<file path="src/rtl/ltc_pkg.sv">
`timescale 1ns / 1ps
// ----------------------------------------------------------------------------
// ltc_pkg
// Shared types, constants and character helpers for the token classifier.
// ----------------------------------------------------------------------------
package ltc_pkg;

	localparam int LENGTH_LIMIT_DEFAULT = 255;
	localparam int NUM_KW = 22;
	localparam int KW_MAXLEN = 8;
	localparam int QUEUE_DEPTH = 4;

	typedef enum logic [2:0] {
		KIND_KEYWORD  = 3'd0,
		KIND_INTEGER  = 3'd1,
		KIND_REAL     = 3'd2,
		KIND_IDENT    = 3'd3,
		KIND_INVALID  = 3'd4,
		KIND_OPERATOR = 3'd5
	} kind_t;

	typedef struct packed {
		logic       tok_valid;
		kind_t      tok_kind;
		logic [4:0] tok_kw;
		logic [7:0] tok_len;
		logic       op_valid;
		logic [7:0] op_char;
	} cmd_t;

	localparam logic [3:0] KW_LEN [0:NUM_KW-1] = '{
		4'd2, 4'd4, 4'd5, 4'd2, 4'd5, 4'd8, 4'd3, 4'd6, 4'd5, 4'd6, 4'd4,
		4'd4, 4'd6, 4'd4, 4'd5, 4'd7, 4'd6, 4'd8, 4'd4, 4'd6, 4'd6, 4'd4
	};

	localparam logic [7:0] KW_TEXT [0:NUM_KW-1][0:KW_MAXLEN-1] = '{
		'{0:"i", 1:"f", default:8'h00},
		'{0:"e", 1:"l", 2:"s", 3:"e", default:8'h00},
		'{0:"w", 1:"h", 2:"i", 3:"l", 4:"e", default:8'h00},
		'{0:"d", 1:"o", default:8'h00},
		'{0:"b", 1:"r", 2:"e", 3:"a", 4:"k", default:8'h00},
		'{"c", "o", "n", "t", "i", "n", "u", "e"},
		'{0:"i", 1:"n", 2:"t", default:8'h00},
		'{0:"d", 1:"o", 2:"u", 3:"b", 4:"l", 5:"e", default:8'h00},
		'{0:"f", 1:"l", 2:"o", 3:"a", 4:"t", default:8'h00},
		'{0:"r", 1:"e", 2:"t", 3:"u", 4:"r", 5:"n", default:8'h00},
		'{0:"c", 1:"h", 2:"a", 3:"r", default:8'h00},
		'{0:"c", 1:"a", 2:"s", 3:"e", default:8'h00},
		'{0:"s", 1:"i", 2:"z", 3:"e", 4:"o", 5:"f", default:8'h00},
		'{0:"l", 1:"o", 2:"n", 3:"g", default:8'h00},
		'{0:"s", 1:"h", 2:"o", 3:"r", 4:"t", default:8'h00},
		'{0:"t", 1:"y", 2:"p", 3:"e", 4:"d", 5:"e", 6:"f", default:8'h00},
		'{0:"s", 1:"w", 2:"i", 3:"t", 4:"c", 5:"h", default:8'h00},
		'{"u", "n", "s", "i", "g", "n", "e", "d"},
		'{0:"v", 1:"o", 2:"i", 3:"d", default:8'h00},
		'{0:"s", 1:"t", 2:"a", 3:"t", 4:"i", 5:"c", default:8'h00},
		'{0:"s", 1:"t", 2:"r", 3:"u", 4:"c", 5:"t", default:8'h00},
		'{0:"g", 1:"o", 2:"t", 3:"o", default:8'h00}
	};

	function automatic logic is_operator(input logic [7:0] c);
		logic r;
		case (c) inside
			"+", "-", "*", "/", "<", ">", "=": r = 1'b1;
			default: r = 1'b0;
		endcase
		return r;
	endfunction

	function automatic logic is_delimiter(input logic [7:0] c);
		logic r;
		case (c) inside
			"+", "-", "*", "/", "<", ">", "=",
			" ", ",", ";", "(", ")", "[", "]", "{", "}": r = 1'b1;
			default: r = 1'b0;
		endcase
		return r;
	endfunction

endpackage

</file>
<file path="src/rtl/ltc_front.sv">
`timescale 1ns / 1ps
// ----------------------------------------------------------------------------
// ltc_front
// Accepts source characters, tracks the pending token and classifies it.
// ----------------------------------------------------------------------------
module ltc_front import ltc_pkg::*; #(
	parameter int LENGTH_LIMIT = LENGTH_LIMIT_DEFAULT
) (
	input  logic       clk,
	input  logic       arst_n,
	input  logic       in_valid,
	input  logic [7:0] character,
	input  logic       end_of_text,
	input  logic       queue_full,
	output logic       in_stall,
	output logic       push,
	output cmd_t       push_cmd
);

	localparam int LenW = $clog2(LENGTH_LIMIT + 1);
	localparam int ExtW = (LenW > 8) ? LenW : 8;

	logic [LenW-1:0]   pending_q;
	logic [NUM_KW-1:0] cand_q;
	logic              all_digits_q;
	logic              dod_q;
	logic              seen_dot_q;
	logic              swd_q;

	logic              accept;
	logic              digit;
	logic              is_dot;
	logic              delim;
	logic              op;
	logic              closing;
	logic [ExtW-1:0]   len_ext;
	logic [NUM_KW-1:0] cand_next;
	logic              kw_hit;
	logic [4:0]        kw_idx;
	kind_t             tok_kind;

	assign in_stall = queue_full;
	assign accept   = in_valid && !queue_full;
	assign digit    = (character >= "0") && (character <= "9");
	assign is_dot   = (character == ".");
	assign delim    = is_delimiter(character);
	assign op       = !end_of_text && is_operator(character);
	assign closing  = end_of_text || delim;
	assign len_ext  = ExtW'(pending_q);

	always_comb begin
		kw_hit = 1'b0;
		kw_idx = '0;
		for (int k = NUM_KW - 1; k >= 0; k--) begin
			if (cand_q[k] && len_ext == ExtW'(KW_LEN[k])) begin
				kw_hit = 1'b1;
				kw_idx = 5'(k);
			end
		end
		for (int k = 0; k < NUM_KW; k++) begin
			cand_next[k] = cand_q[k] && (len_ext < ExtW'(KW_LEN[k])) &&
				(KW_TEXT[k][len_ext[2:0]] == character);
		end
		if (kw_hit) begin
			tok_kind = KIND_KEYWORD;
		end else if (all_digits_q) begin
			tok_kind = KIND_INTEGER;
		end else if (dod_q && seen_dot_q) begin
			tok_kind = KIND_REAL;
		end else if (!swd_q) begin
			tok_kind = KIND_IDENT;
		end else begin
			tok_kind = KIND_INVALID;
		end
	end

	always_comb begin
		push_cmd.tok_valid = (pending_q != '0);
		push_cmd.tok_kind  = tok_kind;
		push_cmd.tok_kw    = kw_idx;
		push_cmd.tok_len   = (len_ext > ExtW'(255)) ? 8'hFF : len_ext[7:0];
		push_cmd.op_valid  = op;
		push_cmd.op_char   = op ? character : 8'h00;
	end

	assign push = accept && closing && (push_cmd.tok_valid || op);

	always_ff @(posedge clk or negedge arst_n) begin
		if (!arst_n) begin
			pending_q    <= '0;
			cand_q       <= '1;
			all_digits_q <= 1'b1;
			dod_q        <= 1'b1;
			seen_dot_q   <= 1'b0;
			swd_q        <= 1'b0;
		end else if (accept) begin
			if (closing) begin
				pending_q    <= '0;
				cand_q       <= '1;
				all_digits_q <= 1'b1;
				dod_q        <= 1'b1;
				seen_dot_q   <= 1'b0;
				swd_q        <= 1'b0;
			end else begin
				cand_q <= cand_next;
				if (pending_q == '0) begin
					swd_q <= digit;
				end
				if (!digit) begin
					all_digits_q <= 1'b0;
				end
				if (!digit && !is_dot) begin
					dod_q <= 1'b0;
				end
				if (is_dot) begin
					seen_dot_q <= 1'b1;
				end
				if (pending_q != LenW'(LENGTH_LIMIT)) begin
					pending_q <= pending_q + 1'b1;
				end
			end
		end
	end

	assert property (@(posedge clk) disable iff (!arst_n)
		push |-> accept && (push_cmd.tok_valid || push_cmd.op_valid))
		else $error("push without a closing word");
	assert property (@(posedge clk) disable iff (!arst_n)
		pending_q == '0 |-> cand_q == '1 && all_digits_q && dod_q && !seen_dot_q)
		else $error("token state not clear with no pending token");
	assert property (@(posedge clk) disable iff (!arst_n)
		accept && !closing |=> pending_q != '0)
		else $error("token length did not advance");

endmodule

</file>
<file path="src/rtl/ltc_queue.sv">
`timescale 1ns / 1ps
// ----------------------------------------------------------------------------
// ltc_queue
// Short register queue of classified commands between front and back.
// ----------------------------------------------------------------------------
module ltc_queue import ltc_pkg::*; (
	input  logic clk,
	input  logic arst_n,
	input  logic push,
	input  cmd_t push_cmd,
	input  logic pop,
	output logic full,
	output logic head_valid,
	output cmd_t head_cmd
);

	localparam int PtrW = $clog2(QUEUE_DEPTH);
	localparam int CntW = $clog2(QUEUE_DEPTH + 1);

	cmd_t            entry_q [QUEUE_DEPTH];
	logic [PtrW-1:0] wr_ptr_q;
	logic [PtrW-1:0] rd_ptr_q;
	logic [CntW-1:0] count_q;

	assign full       = (count_q == CntW'(QUEUE_DEPTH));
	assign head_valid = (count_q != '0);
	assign head_cmd   = entry_q[rd_ptr_q];

	always_ff @(posedge clk) begin
		if (push) begin
			entry_q[wr_ptr_q] <= push_cmd;
		end
	end

	always_ff @(posedge clk or negedge arst_n) begin
		if (!arst_n) begin
			wr_ptr_q <= '0;
			rd_ptr_q <= '0;
			count_q  <= '0;
		end else begin
			if (push) begin
				wr_ptr_q <= wr_ptr_q + 1'b1;
			end
			if (pop) begin
				rd_ptr_q <= rd_ptr_q + 1'b1;
			end
			if (push && !pop) begin
				count_q <= count_q + 1'b1;
			end else if (pop && !push) begin
				count_q <= count_q - 1'b1;
			end
		end
	end

	assert property (@(posedge clk) disable iff (!arst_n) !(push && full))
		else $error("queue overflow");
	assert property (@(posedge clk) disable iff (!arst_n) pop |-> head_valid)
		else $error("queue underflow");
	assert property (@(posedge clk) disable iff (!arst_n)
		count_q <= CntW'(QUEUE_DEPTH))
		else $error("queue count out of range");

endmodule

</file>
<file path="src/rtl/ltc_back.sv">
`timescale 1ns / 1ps
// ----------------------------------------------------------------------------
// ltc_back
// Expands each queued command into one or two result words.
// ----------------------------------------------------------------------------
module ltc_back import ltc_pkg::*; (
	input  logic       clk,
	input  logic       arst_n,
	input  logic       head_valid,
	input  cmd_t       head_cmd,
	output logic       pop,
	input  logic       out_stall,
	output logic       out_valid,
	output logic [2:0] kind,
	output logic [4:0] keyword_number,
	output logic [7:0] operator_char,
	output logic [7:0] token_length,
	output logic       last
);

	logic       out_valid_q;
	kind_t      kind_q;
	logic [4:0] kw_q;
	logic [7:0] op_char_q;
	logic [7:0] len_q;
	logic       last_q;
	logic       op_phase_q;

	logic       load;
	logic       emit_tok;

	assign load     = !out_valid_q || !out_stall;
	assign emit_tok = head_cmd.tok_valid && !op_phase_q;
	assign pop      = load && head_valid && !(emit_tok && head_cmd.op_valid);

	always_ff @(posedge clk or negedge arst_n) begin
		if (!arst_n) begin
			out_valid_q <= 1'b0;
			op_phase_q  <= 1'b0;
		end else if (load) begin
			out_valid_q <= head_valid;
			if (head_valid) begin
				op_phase_q <= emit_tok && head_cmd.op_valid;
			end
		end
	end

	always_ff @(posedge clk) begin
		if (load && head_valid) begin
			if (emit_tok) begin
				kind_q    <= head_cmd.tok_kind;
				kw_q      <= head_cmd.tok_kw;
				op_char_q <= 8'h00;
				len_q     <= head_cmd.tok_len;
				last_q    <= !head_cmd.op_valid;
			end else begin
				kind_q    <= KIND_OPERATOR;
				kw_q      <= '0;
				op_char_q <= head_cmd.op_char;
				len_q     <= 8'd1;
				last_q    <= 1'b1;
			end
		end
	end

	assign out_valid      = out_valid_q;
	assign kind           = kind_q;
	assign keyword_number = kw_q;
	assign operator_char  = op_char_q;
	assign token_length   = len_q;
	assign last           = last_q;

	assert property (@(posedge clk) disable iff (!arst_n)
		op_phase_q |-> head_valid && head_cmd.tok_valid && head_cmd.op_valid)
		else $error("operator phase without a two-word command");
	assert property (@(posedge clk) disable iff (!arst_n)
		op_phase_q |-> out_valid_q && !last_q)
		else $error("operator phase without a pending token word");

endmodule

</file>
<file path="src/rtl/lexical_token_classifier_unit.sv">
`timescale 1ns / 1ps
// A result word passes the command queue and the output register after the closing
// character is accepted. One character per cycle while the queue is not full; one
// result word per cycle while out_stall is low. A character that yields a token and
// an operator gives two words, token then operator; the four-entry command queue absorbs these.
// Reset (arst_n low, asynchronous) clears the token state, queue and output.
// ----------------------------------------------------------------------------
// lexical_token_classifier_unit
// Character-serial lexical scanner that reports tokens and operators.
// ----------------------------------------------------------------------------
module lexical_token_classifier_unit import ltc_pkg::*; #(
	parameter int LENGTH_LIMIT = LENGTH_LIMIT_DEFAULT
) (
	input  logic       clk,
	input  logic       arst_n,
	input  logic       in_valid,
	output logic       in_stall,
	input  logic [7:0] character,
	input  logic       end_of_text,
	output logic       out_valid,
	input  logic       out_stall,
	output logic [2:0] kind,
	output logic [4:0] keyword_number,
	output logic [7:0] operator_char,
	output logic [7:0] token_length,
	output logic       last
);

	logic push;
	cmd_t push_cmd;
	logic pop;
	logic queue_full;
	logic head_valid;
	cmd_t head_cmd;

	ltc_front #(
		.LENGTH_LIMIT(LENGTH_LIMIT)
	) u_front (
		.clk        (clk),
		.arst_n     (arst_n),
		.in_valid   (in_valid),
		.character  (character),
		.end_of_text(end_of_text),
		.queue_full (queue_full),
		.in_stall   (in_stall),
		.push       (push),
		.push_cmd   (push_cmd)
	);

	ltc_queue u_queue (
		.clk       (clk),
		.arst_n    (arst_n),
		.push      (push),
		.push_cmd  (push_cmd),
		.pop       (pop),
		.full      (queue_full),
		.head_valid(head_valid),
		.head_cmd  (head_cmd)
	);

	ltc_back u_back (
		.clk           (clk),
		.arst_n        (arst_n),
		.head_valid    (head_valid),
		.head_cmd      (head_cmd),
		.pop           (pop),
		.out_stall     (out_stall),
		.out_valid     (out_valid),
		.kind          (kind),
		.keyword_number(keyword_number),
		.operator_char (operator_char),
		.token_length  (token_length),
		.last          (last)
	);

endmodule
</file>
<file path="config.mk">
export PLATFORM = sky130hd
export DESIGN_NAME = lexical_token_classifier_unit
export DESIGN_NICKNAME = d
export VERILOG_FILES = /design/src/rtl/ltc_pkg.sv /design/src/rtl/ltc_front.sv /design/src/rtl/ltc_queue.sv /design/src/rtl/ltc_back.sv /design/src/rtl/lexical_token_classifier_unit.sv
export SDC_FILE = /design/constraint.sdc
export NUM_CORES = 1
export LEC_CHECK = 0
export BUFFER_PORTS_ARGS = -buffer_cell sky130_fd_sc_hd__buf_2
export CORE_MARGIN = 1.5
export CORE_UTILIZATION = 40
export DETAILED_ROUTE_END_ITERATION = 10
export PLACE_DENSITY_LB_ADDON = 0.15
export SETUP_SLACK_MARGIN = 0.05
export SYNTH_ARGS = -nofsm -noshare
export SYNTH_HDL_FRONTEND = slang
export SYNTH_SLANG_ARGS = --single-unit
</file>
<file path="constraint.sdc">
create_clock -name clk -period 5.4 [get_ports clk]
set_input_delay 1.35 -clock clk [delete_from_list [all_inputs] [get_ports clk]]
set_output_delay 1.35 -clock clk [all_outputs]
set_load 0.05 [all_outputs]
</file>
==> results by group <==
Logic synthesis
  – Sequential element share of the synthesized area: between 50% and 60%
  – Ys flop type: sky130_fd_sc_hd__edfxtp_1
  – Most common cell in the netlist: sky130_fd_sc_hd__edfxtp_1
  – Post-Synth Adder-Cell Area: 2.19%
  – Library cell with the largest summed area after synthesis: sky130_fd_sc_hd__edfxtp_1
  – Share of synthesized flip-flops with an asynchronous set or reset: 25.0%
  – Simple-gate share of the synthesized area: 14.7%
  – Post-synth top cells: sky130_fd_sc_hd__edfxtp_1, sky130_fd_sc_hd__nor2_1, sky130_fd_sc_hd__clkbuf_1
  – XOR/XNOR Fraction of Synth Area: 4.62%
  – Number of distinct library cell variants in the gate-level netlist after synthesis: 86
  – Number of synthesized flops with an enable pin: 129
  – Main combinational cell family by area after synthesis: compound AO/OA/AOI/OAI gates
  – Synthesized netlist cell count: 815
  – Flip-flop and latch count after synthesis: 172
  – Total of warnings raised by yosys: 0
  – Mux contribution to synthesized area: 7.22%
  – Fraction of post-synthesis cell area in the top cell type by area: 40.8%
  – Area of the mapped netlist: 0.00948 mm²
  – Synthesized area divided by synthesized cell count: 11.6 µm²
  – Cell types occupying the most area after synthesis: sky130_fd_sc_hd__edfxtp_1, sky130_fd_sc_hd__dfstp_2, sky130_fd_sc_hd__mux4_2, sky130_fd_sc_hd__dfrtp_1, sky130_fd_sc_hd__xnor2_1
  – Area fraction in compound gates after synthesis: 15.1%

Run status
  – Status: completed

Timing
  – Setup repair after global routing missed its margin: false
  – Number of endpoints failing setup at the final stage: 0
  – Smallest setup slack after layout: 1350 ps
  – Final number of max-transition violations: 0
  – Final worst clock skew: between 10 and 15 ps
  – Min Clock Period, post-route: 4050 ps
  – Endpoints failing hold: 0
  – TNS Setup: 0 ps
  – Worst rel slew slack: approximately two fifths
  – Timing-limited maximum frequency: 0.247 GHz
  – Measured slew at the worst slew-check pin: a little over 900 ps
  – Period utilisation layout: 75.0%

Drt
  – Total via count after detailed routing: 6843
  – Count of nets left with antenna violations after detail routing: 0
  – Number of DRC violations after detailed routing: 0
  – Detailed-route wire length per cell: ~22 µm
  – Iteration-0 DRC Markers: 555
  – DRT Pass-1 Iters: 5
  – Total routed wirelength: 25900 µm
  – Via count normalized by instance count: 5.88

Worst setup path
  – Worst flop-to-flop path startpoint: u_front.len_ext[0]
  – Setup slack on the worst flop-to-flop path: 1860 ps
  – Critical path type: primary input to flop
  – Max incr delay on CP: 690 ps
  – Worst path bufs/invs: 2
  – CP most frequent cell: sky130_fd_sc_hd__xor2_1
  – Worst endpoint required time: 5750 ps
  – Critical-path maximum fanout: 43
  – Worst r2r dst: u_queue.entry_q[2][23]
  – Master of the slowest instance on the critical path: sky130_fd_sc_hd__buf_2
  – Launching element type of the critical path: primary input
  – Worst Reg-to-Reg Cells: 8
  – Data arrival time of the critical path: 4400 ps
  – Critical Path Sink Type: flop
  – Cell family contributing the most delay on the critical path: buffers and inverters
  – Crit path depth: 10
  – Cell Chain, Critical Path: buf_2 -> nor3b_1 -> a21oi_1 -> a211oi_4 -> ha_1 -> inv_1 -> fa_1 -> xor2_1 -> nor2_1 -> xor2_1

Clocking
  – Post-cts repair resize count: 0
  – Clock tree from TritonCTS: built
  – Clock root cell: sky130_fd_sc_hd__clkbuf_16
  – Worst-case clock buffer depth: 2
  – Total setup buffers inserted after CTS: 0
  – Number of clock buffers inserted by TritonCTS: 17
  – Clock Pin Slew Worst Setup and Hold Paths: 80 ps
  – Clock latency at the later pin of the worst-skew pair: ~430 ps
  – Deepest level of the CTS H-tree: 4
  – Number of buffers inserted by hold repair at cts: 0
  – Number of sinks on the clock net: between 150 and 200

Floorplan
  – Die area: 0.0246 mm²
  – Placeable core region: 0.0233 mm²
  – Num ports: 40
  – Effective utilization at floorplan: about two fifths
  – Die height: 157 µm
  – Site Rows: 56
  – Die width: about 160 µm

Cells and area
  – Area taken by multi-input logic gates: 0.00420 mm²
  – Number of antenna diodes: 0
  – Total Nets Final: 860
  – # fillers: 2153
  – Register cell area after layout: ~0.0050 mm²
  – Relative area change from synthesis to final layout: 11.7%
  – Non-filler cells, final: between 1000 and 1500
  – Final Util: 45.4%
  – Fraction of final layout cells with drive strength greater than 1: 20.1%

Placed design
  – Instance count after placement with tap cells included: ~1100
  – Post-placement setup slack: 900 ps
  – Final weighted congestion of routability-driven global placement: 0.969
  – Number of port buffers: 39
  – Detailed placement HPWL: between 15000 and 20000 µm

Pwr
  – Pwr Density: 541 mW/mm²
  – Max IR drop VDD: 0.000218 V
  – Leakage power of the design: 3.85 nW

Global route
  – Initial antenna violation count: 0
  – Total Routing Usage GR: 22.1%
  – Pin count of the biggest net entering global routing: 60
  – Number of global-route vias before repair: about 6800
  – Wire length of the first global-routing pass: between 40000 and 50000 µm
  – Global route overflow: 0

Run
  – Number of max-capacitance violations reported: 0

Min path
  – Worst min-delay path endpoint: u_queue.count_q[2]
  – Cells on Worst Hold Path: 1
  – Worst min path class: flop to flop
  – Launch instance of the worst min-delay path: u_queue.count_q[2]
==> placed cells by master, fill, tap and decap left out, types with 16 or more instances in the layout <==
cell type and instances:
sky130_fd_sc_hd__buf_2 39, sky130_fd_sc_hd__dfrtp_1 17, sky130_fd_sc_hd__a31oi_1 16, sky130_fd_sc_hd__a21oi_1 31
sky130_fd_sc_hd__edfxtp_1 129, sky130_fd_sc_hd__xnor2_1 31, sky130_fd_sc_hd__clkbuf_16 17, sky130_fd_sc_hd__dfstp_2 24
sky130_fd_sc_hd__nand2_1 43, sky130_fd_sc_hd__o21ai_0 34, sky130_fd_sc_hd__a21o_1 18, sky130_fd_sc_hd__mux4_2 26
sky130_fd_sc_hd__xor2_1 19, sky130_fd_sc_hd__and3_1 29, sky130_fd_sc_hd__inv_1 16, sky130_fd_sc_hd__and2_1 22
sky130_fd_sc_hd__nor2_1 48, sky130_fd_sc_hd__nand3_1 28, sky130_fd_sc_hd__buf_4 19
==> worst reg2reg max path, stage by stage, from the launching register on <==
cell and delay, ps:
sky130_fd_sc_hd__dfrtp_1 640, sky130_fd_sc_hd__inv_1 280, sky130_fd_sc_hd__ha_1 470, sky130_fd_sc_hd__buf_4 280
sky130_fd_sc_hd__a22oi_1 210, sky130_fd_sc_hd__a311oi_1 120, sky130_fd_sc_hd__o21ai_0 340, sky130_fd_sc_hd__nand4_1 290
sky130_fd_sc_hd__nor3b_1 610
==> final cells by class <==
class                      instances  area share [%]
sequential                       172            47.1
multi-input combinational        564            39.6
clock buffer                      17            4.02
tap                              319            3.77
timing repair buffer              58            3.19
clock inverter                    15            1.69
inverter                          18           0.638
==> per-layer routing <==
metal	routed length (µm)	up-vias	GRT usage [%]
li1	-	3139	-
met1	11200	3441	28.7
met2	12600	213	36.7
met3	997	50	2.59
met4	1060	0	11.1
met5	0	-	0
==> through the flow <==
stage	total power, mW	cell area, µm²	hold slack (ps)
after floorplan	3.83	9510	455
after global placement	4.49	9980	477
final	5.73	10600	490
after detailed placement	4.53	9980	479
after global routing	6.06	10600	531
after CTS	5.76	10600	489
==> kinds of logic after synthesis <==
family,Yosys count
AND/OR/NAND/NOR,255
other,1
XOR/XNOR,50
buffers and inverters,86
adder cells (fa/ha/maj),16
AO/OA/AOI/OAI,200
flip-flops,172
multiplexers,35
==> where the power goes <==
| part | switching, mW | internal, mW |
|---|---|---|
| Sequential | 0.207 | 1.84 |
| Clock | 0.602 | 0.632 |
| Combinational | 1.59 | 0.856 |
| Total | 2.40 | 3.32 |
==> state kept, by name (all words and copies together), names as in the netlist <==
register and cells:
u_queue.entry_q 104, u_front.cand_q 22, u_back.operator_char 8, u_back.token_length 8
u_front.len_ext 8, u_back.keyword_number 5, u_back.kind 3, u_queue.count_q 3
u_queue.rd_ptr_q 2, u_queue.wr_ptr_q 2, u_back.last 1, u_back.op_phase_q 1
u_back.out_valid 1, u_front.all_digits_q 1, u_front.dod_q 1, u_front.seen_dot_q 1
u_front.swd_q 1
==> worst max-delay path by stage <==
stage | start | slack (ps) | end
after global routing | character[3] | 1100 | u_queue.count_q[2]
after detailed placement | character[3] | 900 | u_queue.count_q[2]
after floorplan | out_stall | 1330 | u_queue.count_q[1]
after global placement | character[3] | 920 | u_queue.count_q[2]
after CTS | character[3] | 1350 | u_queue.count_q[2]
final | character[3] | 1350 | u_queue.count_q[2]
No activity file was read; power rests on OpenSTA's default activity.
